`config.mk`:
```
export PLATFORM = sky130hd
export DESIGN_NAME = ise_ctrl
export DESIGN_NICKNAME = d
export VERILOG_FILES = /design/src/hdl/ise_pkg.sv /design/src/hdl/ise_ctrl.sv
export SDC_FILE = /design/constraint.sdc
export NUM_CORES = 1
export LEC_CHECK = 0
export BUFFER_PORTS_ARGS = -buffer_cell sky130_fd_sc_hd__buf_2
export CAP_MARGIN = 20
export CORE_UTILIZATION = 43
export CTS_CLUSTER_DIAMETER = 80
export DETAILED_ROUTE_END_ITERATION = 7
export PLACE_DENSITY = 0.76
export RECOVER_POWER = 50
export SLEW_MARGIN = 15
export SYNTH_ARGS = -nofsm -noshare
export SYNTH_HDL_FRONTEND = slang
export SYNTH_SLANG_ARGS = --single-unit
```
`constraint.sdc`:
```
create_clock -name aclk -period 1.6 [get_ports aclk]
set_input_delay 0.08 -clock aclk [delete_from_list [all_inputs] [get_ports aclk]]
set_output_delay 0.08 -clock aclk [all_outputs]
set_load 0.05 [all_outputs]
```
`src/hdl/ise_pkg.sv`:
```
// Shared types and constants for the insertion sort engine.
`default_nettype none

package ise_pkg;

    // Element width and default store depth
    localparam int VALUE_W       = 32;
    localparam int DEPTH_DEFAULT = 64;

    // Controller states
    typedef enum logic {
        ST_IDLE,
        ST_EMIT
    } ise_state_t;

    // Commands from the controller to the datapath
    typedef struct packed {
        logic insert;  // insert the incoming value into the sorted cells
        logic shift;   // move every cell one place toward the head
    } ise_cmd_t;

endpackage

`default_nettype wire

```
`src/hdl/ise_ctrl.sv`:
```
// Controller: fill count, drop flag and the collect/emit state machine.
`default_nettype none

module ise_ctrl #(
    parameter int DEPTH = ise_pkg::DEPTH_DEFAULT,
    localparam int CountW = $clog2(DEPTH + 1)
) (
    input  wire logic                aclk,
    input  wire logic                aresetn,
    input  wire logic                s_tvalid,
    input  wire logic                s_tlast,
    output logic                     s_tready,
    output logic                     m_tvalid,
    input  wire logic                m_tready,
    output logic                     m_tlast,
    output logic                     overflow,
    output ise_pkg::ise_cmd_t        cmd,
    output logic [CountW-1:0]        fill_count
);
    import ise_pkg::*;

    ise_state_t        state_reg, state_next;
    logic [CountW-1:0] count_reg, count_next;
    logic              dropped_reg, dropped_next;
    logic              in_xfer;
    logic              out_xfer;
    logic              full;

    assign full     = (count_reg == CountW'(DEPTH));
    assign in_xfer  = s_tvalid && s_tready;
    assign out_xfer = m_tvalid && m_tready;

    // Next state and outputs
    always_comb begin
        state_next   = state_reg;
        count_next   = count_reg;
        dropped_next = dropped_reg;
        s_tready     = 1'b0;
        m_tvalid     = 1'b0;
        cmd          = '0;
        unique case (state_reg)
            ST_IDLE: begin
                s_tready = 1'b1;
                if (in_xfer) begin
                    if (full) begin
                        dropped_next = 1'b1;
                    end else begin
                        cmd.insert = 1'b1;
                        count_next = count_reg + CountW'(1);
                    end
                    if (s_tlast) begin
                        state_next = ST_EMIT;
                    end
                end
            end
            ST_EMIT: begin
                m_tvalid = 1'b1;
                if (out_xfer) begin
                    cmd.shift  = 1'b1;
                    count_next = count_reg - CountW'(1);
                    if (count_reg == CountW'(1)) begin
                        dropped_next = 1'b0;
                        state_next   = ST_IDLE;
                    end
                end
            end
            default: begin
                state_next = ST_IDLE;
            end
        endcase
    end

    // Control registers
    always_ff @(posedge aclk) begin
        if (!aresetn) begin
            state_reg   <= ST_IDLE;
            count_reg   <= '0;
            dropped_reg <= 1'b0;
        end else begin
            state_reg   <= state_next;
            count_reg   <= count_next;
            dropped_reg <= dropped_next;
        end
    end

    // Count doubles as the remaining-results counter while emitting
    assign m_tlast    = (count_reg == CountW'(1));
    assign overflow   = dropped_reg;
    assign fill_count = count_reg;

endmodule

`default_nettype wire

```
Word level (Yosys, flattened, before mapping)
Index checks and enable logic that the tools add are counted.
{"block": "word_totals", "in_bits": 5, "word_cells": 38, "out_inout_bits": 13, "reg_bits": 9}
{"block": "op_classes", "add_sub_neg": 2, "mux": 21, "n_eq_ne": 7, "bitwise": 1, "reduce_logical": 4}
{"operator": "$mux 7", "n": 3}
{"operator": "$mux 1", "n": 15}
{"operator": "$pmux 7 s2", "n": 1}
{"operator": "$ne 2x2->1 const B", "n": 4}
{"operator": "$add 7x1->7 const B", "n": 1}
{"operator": "$eq 7x1->1 const B", "n": 1}
{"operator": "$eq 7x7->1 const B", "n": 1}
{"operator": "$sub 7x1->7 const B", "n": 1}
{"operator": "$pmux 1 s2", "n": 2}
{"operator": "$reduce_and 4->1", "n": 1}
{"operator": "$reduce_and 3->1", "n": 1}
{"operator": "$logic_and 1x1->1", "n": 2}
{"operator": "$ne 2x1->1 const B", "n": 1}
{"operator": "$not 1->1", "n": 1}

Depth between registers and ports, before layout
Gate-level depths: netlist (run 1).
{"block": "depth", "depth_word": 4, "depth_mapped": 6}

Worst setup path after synthesis (run 1)
No wires, ideal clock.
{"block": "synth_timing", "path_type": "reg2reg", "from": "register count_reg[2] (netlist: fill_count[2])", "to": "register dropped_reg (netlist: overflow)", "path_stages_with_launch": 5, "required_time_ns": 1.484, "path_buffers": 0, "setup_slack_ns": -1.243, "arrival_time_ns": 2.727, "period_less_slack_ns": 2.843, "cell_sequence": "dfxtp_1 -> or4_4 -> nor3b_1 -> a21bo_2 -> nor2_1"}
{"block": "synth_via", "elab_chain_cells": 3}
{"element": "start: declaration", "line_no": "ise_ctrl.sv:23", "rtl": "logic [CountW-1:0] count_reg, count_next;"}
{"element": "start signal: assignment", "line_no": "ise_ctrl.sv:81", "rtl": "count_reg <= count_next;"}
{"element": "$eq 7x1->1"}
{"element": "via m_tlast", "line_no": "ise_ctrl.sv:15", "rtl": "output logic m_tlast,"}
{"element": "$ne 2x2->1 (no source line)"}
{"element": "$reduce_and 4->1 (no source line)"}
{"element": "end signal: assignment", "line_no": "ise_ctrl.sv:82", "rtl": "dropped_reg <= dropped_next;"}
{"element": "end: declaration", "line_no": "ise_ctrl.sv:24", "rtl": "logic dropped_reg, dropped_next;"}
The timed path passes the listed nets, and every way through them passes these cells.
A chain may end at the register's enable or synchronous reset.

Worst setup path after layout (run 1)
{"block": "layout_timing", "from": "register count_reg[2] (netlist: fill_count[2])", "to": "register count_reg[0] (netlist: fill_count[0])"}
{"block": "layout_via", "elab_chain_cells": 3}
{"element": "$eq 7x7->1", "line_no": "ise_ctrl.sv:29", "rtl": "assign full = (count_reg == CountW'(DEPTH));"}
{"element": "$ne 2x2->1 (no source line)"}
{"element": "$reduce_and 3->1 (no source line)"}
Every way passes these cells.

==> results of run 1 <==
[where the power goes]
part           internal, W  leakage [nW]  switching [W]
logic             0.000164         0.294       0.000236
registers         0.000246        0.0776      0.0000156
clock network    0.0000963        0.0150      0.0000856
[timing repair]
action                     CTS  global route
pin swaps                    4             1
setup buffers                2             0
setup endpoints to repair    9            11
hold buffers                 0             0
gates resized for setup      8             2
[how the worst min path moves through the flow]
stage	endpoint	slack [ns]	cells past startpoint
2_1_floorplan	fill_count[4]$_SDFFE_PN0P_	0.23	2
3_3_place_gp	state_reg$_SDFF_PN0_	0.34	3
3_5_place_dp	state_reg$_SDFF_PN0_	0.33	3
4_1_cts	state_reg$_SDFF_PN0_	0.06	3
5_1_grt	state_reg$_SDFF_PN0_	0.07	3
6_report	state_reg$_SDFF_PN0_	0.07	3
[logic make-up after synthesis]
family          share of synthesized area, %
fa+ha+maj                               8.51
simple gates                            29.4
xor+xnor                                2.98
buf+inv                                 3.83
mux                                     7.02
flops                                   30.6
compound gates                          17.7
[cell usage after synthesis]
cell type	n
and2_1	2
a21boi_0	2
o211a_1	1
and4b_1	1
nor3b_1	2
nor2_1	5
nor2b_1	1
o21ai_0	2
xor2_1	1
a21oi_1	5
xnor2_1	1
inv_1	4
clkbuf_1	1
mux2_2	1
dfxtp_1	9
mux2i_1	3
nand4b_1	1
buf_1	1
nand2b_1	3
o31ai_4	1
nand2_1	6
a31oi_1	2
or3_2	2
and3_2	1
or4_4	1
ha_1	4
nand3_1	4
or2_2	1
a21bo_2	1
[area by class of cell]
cell class	count	area, um2
sequential	9	199
tap	14	17.5
timing repair buffer	29	198
clock buffer	4	26.3
multi-input combinational	54	438
inverter	4	15.0
fill	89	293
[metal layers]
layer	GRT usage (%)	vias to the layer above	part of all wire, %
li1	-	304	-
met1	25.8	295	43
met2	43.8	16	52
met3	5.20	2	4.0
met4	10.3	0	0.95
met5	0	-	0
[through the flow]
stage | instance area [um2] | power [W] | TNS [ns] | hold WS [ns] | std cells
after floorplan | 646 | 0.000519 | -1.58 | 0.228 | 69
after global placement | 828 | 0.000620 | -0.00574 | 0.340 | 108
after detailed placement | 828 | 0.000627 | -0.141 | 0.331 | 108
after CTS | 900 | 0.000848 | -1.10 | 0.0584 | 114
after global routing | 893 | 0.000889 | -1.58 | 0.0745 | 114
final | 893 | 0.000843 | -0.967 | 0.0716 | 114
[worst reg2reg max path: stages (launching register included)]
cell	delay [ns]
dfxtp_4	0.34
or4_4	0.53
buf_4	0.16
o31ai_4	0.25
buf_12	0.16
xnor2_1	0.06
and2_1	0.14
==> impl_metrics.py, run 1 <==
metrics = {
    "placed_design": {
        "dpl_worst_slack_ns": -0.0749,
        "gp_congestion": 0.863,
        "io_buffer_count": 17,
        "dp_hpwl_mm": 1.07,
    },
    "status": {
        "outcome": "finished, violations left",
        "violations": "setup timing",
    },
    "finish": {
        "layout-drive-gt1-share_pct": 49.0,
        "nets": 110,
        "largest_register_ffs": 7,
        "antenna_cells": 0,
        "area_growth_pct": 51.9,
        "final_core_util_pct": 75.3,
        "final_cell_mix": "buf_2 (10), buf_4 (10), nand2_1 (6), clkbuf_1 (6)",
    },
    "timing": {
        "setup_viol": 9,
        "clock_skew_ns": 0.00309,
        "finalCritPeriodShare_pct": 109,
        "worstMarginPinSlew_ns": 0.592,
        "fin_crit_ns": 1.74,
        "slew_viol_final": 0,
        "fmax_ghz": 0.574,
        "rsz0062_at_grt": "true",
        "maxSlewHeadroom_pct": 60.7,
        "hold_viol": 0,
        "fin_ws_ns": -0.142,
    },
    "detailed_routing": {
        "avgViaCountPerCell": 5.41,
        "drtIter0Drc": 14,
        "first_pass_iters": 4,
        "ant_nets": 0,
        "via_count": 617,
        "post_drt_wl_per_cell_um": 12.9,
        "drc": 0,
        "wirelength_mm": 1.47,
    },
    "clock_tree": {
        "h-tree-depth": 1,
        "cts_sinks": 9,
        "clk_pin_slew_ns": 0.07,
        "cts.path.max_buffers": 2,
        "root_buffer": "clkbuf_4",
        "cts_tree": "yes",
        "clock_latency_ns": 0.26,
        "cts-buffers-inserted": 3,
    },
    "power_and_ir_drop": {
        "p_per_area_mw_per_mm2": 944,
        "max-vdd-ir-drop_v": 0.000741,
        "p_leak_nw": 0.387,
    },
    "yosys": {
        "synth.ff_latch_count": 9,
        "syn-cell-area_um2": 588,
        "ys_warn_count": 0,
        "synth_area_leader_cell": "dfxtp_1",
        "synth_fp_nets": 78,
        "yosysSeqAreaShare_pct": 30.6,
        "syn_inst": 69,
        "ys_types": 29,
        "syn_area_per_cell_um2": 8.52,
        "synth_top_area_share_pct": 30.6,
        "synth_area_leaders": "dfxtp_1 (31%), ha_1 (8.5%), mux2i_1 (5.1%)",
    },
    "floorplan": {
        "die_area_mm2": 0.00152,
        "fp.dieH_um": 39.0,
        "pin_count": 18,
        "die_x_um": 39.0,
        "rows": 12,
        "core_mm2": 0.00119,
        "initial_utilization_pct": 49.6,
    },
    "grt": {
        "grt_pass1_vias": 584,
        "grt_max_degree": 12,
        "grt_antenna_before_repair": 0,
        "grt_overflow": 0,
        "grt_pass1_wl_mm": 2.40,
        "grt_use_total_pct": 23.9,
    },
    "worst_setup_path": {
        "max_stage_delay_ns": 0.53,
        "path_class": "flip-flop to flip-flop",
        "cp-start-kind": "flip-flop",
        "startpoint": "fill_count[2]$_SDFFE_PN0P_",
        "worstPathRequired_ns": 1.76,
        "worst-path-max-fanout": 10,
        "slowest_stage": "or4_4",
        "worstPathCellList": "or4_4, buf_4, o31ai_4, buf_12, xnor2_1, and2_1",
        "reg2reg_depth": 6,
        "cp_num_cells": 6,
        "crit_family": "simple AND/OR/NAND/NOR gates",
        "reg2reg_from": "fill_count[2]$_SDFFE_PN0P_",
        "crit_path_end_kind": "flip-flop",
        "arrival_ns": 1.90,
        "crit_buf_inv": 2,
        "timing.rr.end": "fill_count[0]$_SDFFE_PN0P_",
        "rrSetupSlack_ns": -0.14,
        "worstSetupEndpoint": "fill_count[0]$_SDFFE_PN0P_",
    },
    "hold_path": {
        "worstHoldPathType": "input port to flip-flop",
        "hp-start": "s_tlast",
    },
    "flow_run": {
        "maxCapViolCount": 0,
    },
}
No activity file was read; power rests on OpenSTA's default activity.
==> run 2, diff against run 1 <==
MAX_ROUTING_LAYER = met4   (was default)
==> impl_metrics.py, run 2 (same netlist as run 1, synthesis figures left out) <==
metrics = {
    "status": {
        "outcome": "finished, violations left",
        "violations": "setup timing",
    },
    "timing": {
        "fmax_ghz": 0.574,
        "fin_crit_ns": 1.74,
        "maxSlewHeadroom_pct": 60.7,
        "rsz0062_at_grt": "true",
        "slew_viol_final": 0,
        "whs_ns": 0.0716,
        "setup_viol": 9,
        "setup-tns-final_ns": -0.967,
        "clock_skew_ns": 0.00309,
        "finalCritPeriodShare_pct": 109,
        "fin_ws_ns": -0.142,
        "hold_viol": 0,
        "worstMarginPinSlew_ns": 0.592,
    },
    "clock_tree": {
        "cts_sinks": 9,
        "cts.path.max_buffers": 2,
        "cts-buffers-inserted": 3,
        "root_buffer": "clkbuf_4",
        "clk_pin_slew_ns": 0.07,
        "cts_tree": "yes",
        "h-tree-depth": 1,
        "clock_latency_ns": 0.26,
    },
    "placed_design": {
        "dp_hpwl_mm": 1.07,
        "gp_congestion": 0.877,
        "placed_cell_area_um2": 828,
        "io_buffer_count": 17,
    },
    "detailed_routing": {
        "post_drt_wl_per_cell_um": 12.9,
        "drc": 0,
        "first_pass_iters": 4,
        "ant_nets": 0,
        "via_count": 617,
        "avgViaCountPerCell": 5.41,
        "wirelength_mm": 1.47,
        "drtIter0Drc": 14,
    },
    "finish": {
        "layout-drive-gt1-share_pct": 49.0,
        "ff_latch_area_um2": 199,
        "antenna_cells": 0,
        "area_growth_pct": 51.9,
        "design_area_um2": 893,
        "largest_register_ffs": 7,
        "n_fill_cell": 89,
        "final_cell_mix": "buf_2 (10), buf_4 (10), nand2_1 (6), clkbuf_1 (6)",
        "final_core_util_pct": 75.3,
        "nets": 110,
        "multi_input_area_um2": 438,
    },
    "worst_setup_path": {
        "max_stage_delay_ns": 0.53,
        "worst-path-max-fanout": 10,
        "arrival_ns": 1.90,
        "path_class": "flip-flop to flip-flop",
        "reg2reg_depth": 6,
        "cp-start-kind": "flip-flop",
        "crit_path_end_kind": "flip-flop",
        "worstPathCellList": "or4_4, buf_4, o31ai_4, buf_12, xnor2_1, and2_1",
        "worstPathRequired_ns": 1.76,
        "rrSetupSlack_ns": -0.14,
        "slowest_stage": "or4_4",
        "timing.rr.end": "fill_count[0]$_SDFFE_PN0P_",
        "reg2reg_from": "fill_count[2]$_SDFFE_PN0P_",
    },
    "grt": {
        "grt_use_total_pct": 24.5,
        "grt_antenna_before_repair": 0,
        "grt_pass1_vias": 584,
        "grt_overflow": 0,
        "grt_max_degree": 12,
        "grt_pass1_wl_mm": 2.39,
    },
    "floorplan": {
        "die_x_um": 39.0,
        "rows": 12,
        "fp.dieH_um": 39.0,
        "initial_utilization_pct": 49.6,
        "pin_count": 18,
        "die_area_mm2": 0.00152,
        "core_mm2": 0.00119,
    },
    "hold_path": {
        "hp-start": "s_tlast",
        "holdPathEnd": "state_reg$_SDFF_PN0_",
        "worstHoldPathType": "input port to flip-flop",
        "whs_path_depth": 3,
    },
    "power_and_ir_drop": {
        "p_leak_nw": 0.387,
        "p_total_w": 0.000843,
        "max-vdd-ir-drop_v": 0.000742,
        "p_per_area_mw_per_mm2": 944,
    },
    "flow_run": {
        "maxCapViolCount": 0,
    },
}
run 2: cell counts in the layout (fill, tap and decap cells not counted):
No cell type changed its count.
run 2: worst max-delay path by stage:
| stage | startpoint | to | slack [ns] |
|---|---|---|---|
| finish | fill_count[2]$_SDFFE_PN0P_ | fill_count[0]$_SDFFE_PN0P_ | -0.14 |
| detailed placement | fill_count[3]$_SDFFE_PN0P_ | cmd[1] | -0.07 |
| global placement | fill_count[3]$_SDFFE_PN0P_ | cmd[1] | -0.005 |
| floorplan | fill_count[3]$_SDFFE_PN0P_ | state_reg$_SDFF_PN0_ | -0.30 |
| global route | fill_count[2]$_SDFFE_PN0P_ | fill_count[0]$_SDFFE_PN0P_ | -0.20 |
| CTS | fill_count[2]$_SDFFE_PN0P_ | m_tlast | -0.16 |
run 2: critical path, delay by kind of cell (launching register included):
family	cells	cell delay (ns)
flops	1	0.34
simple gates	2	0.67
compound gates	1	0.25
buf+inv	2	0.32
xor+xnor	1	0.06
run 2: metrics by stage:
| stage | worst slack, ns | std cells |
|---|---|---|
| floorplan | -0.300 | 69 |
| global placement | -0.00521 | 108 |
| detailed placement | -0.0749 | 108 |
| CTS | -0.159 | 114 |
| global route | -0.202 | 114 |
| finish | -0.142 | 114 |
run 2: report_power, final:
group	switching, W	internal, W
registers	0.0000156	0.000246
logic	0.000236	0.000164
clock network	0.0000856	0.0000963
run 2: what timing repair did:
item / in CTS / in global routing
setup endpoints to repair: 9 / 11
hold endpoints to repair: 0 / 0
setup buffers: 2 / 0
resized for setup: 8 / 2
hold buffers: 0 / 0
pin swaps: 4 / 1
run 2: cell type report:
cell class	instances	share of cell area (%)
Timing Repair Buffer	29	22.1
Sequential cell	9	22.3
Multi-Input combinational cell	54	49.0
Tap cell	14	1.96
Clock buffer	4	2.94
Inverter	4	1.68
run 2: routing by layer:
layer	vias up	part of all wire (%)	GRT usage (%)
met5	-	0	-
met2	16	52	43.8
met4	0	0.95	10.3
met1	295	43	25.8
met3	2	4.1	5.20
li1	304	-	-
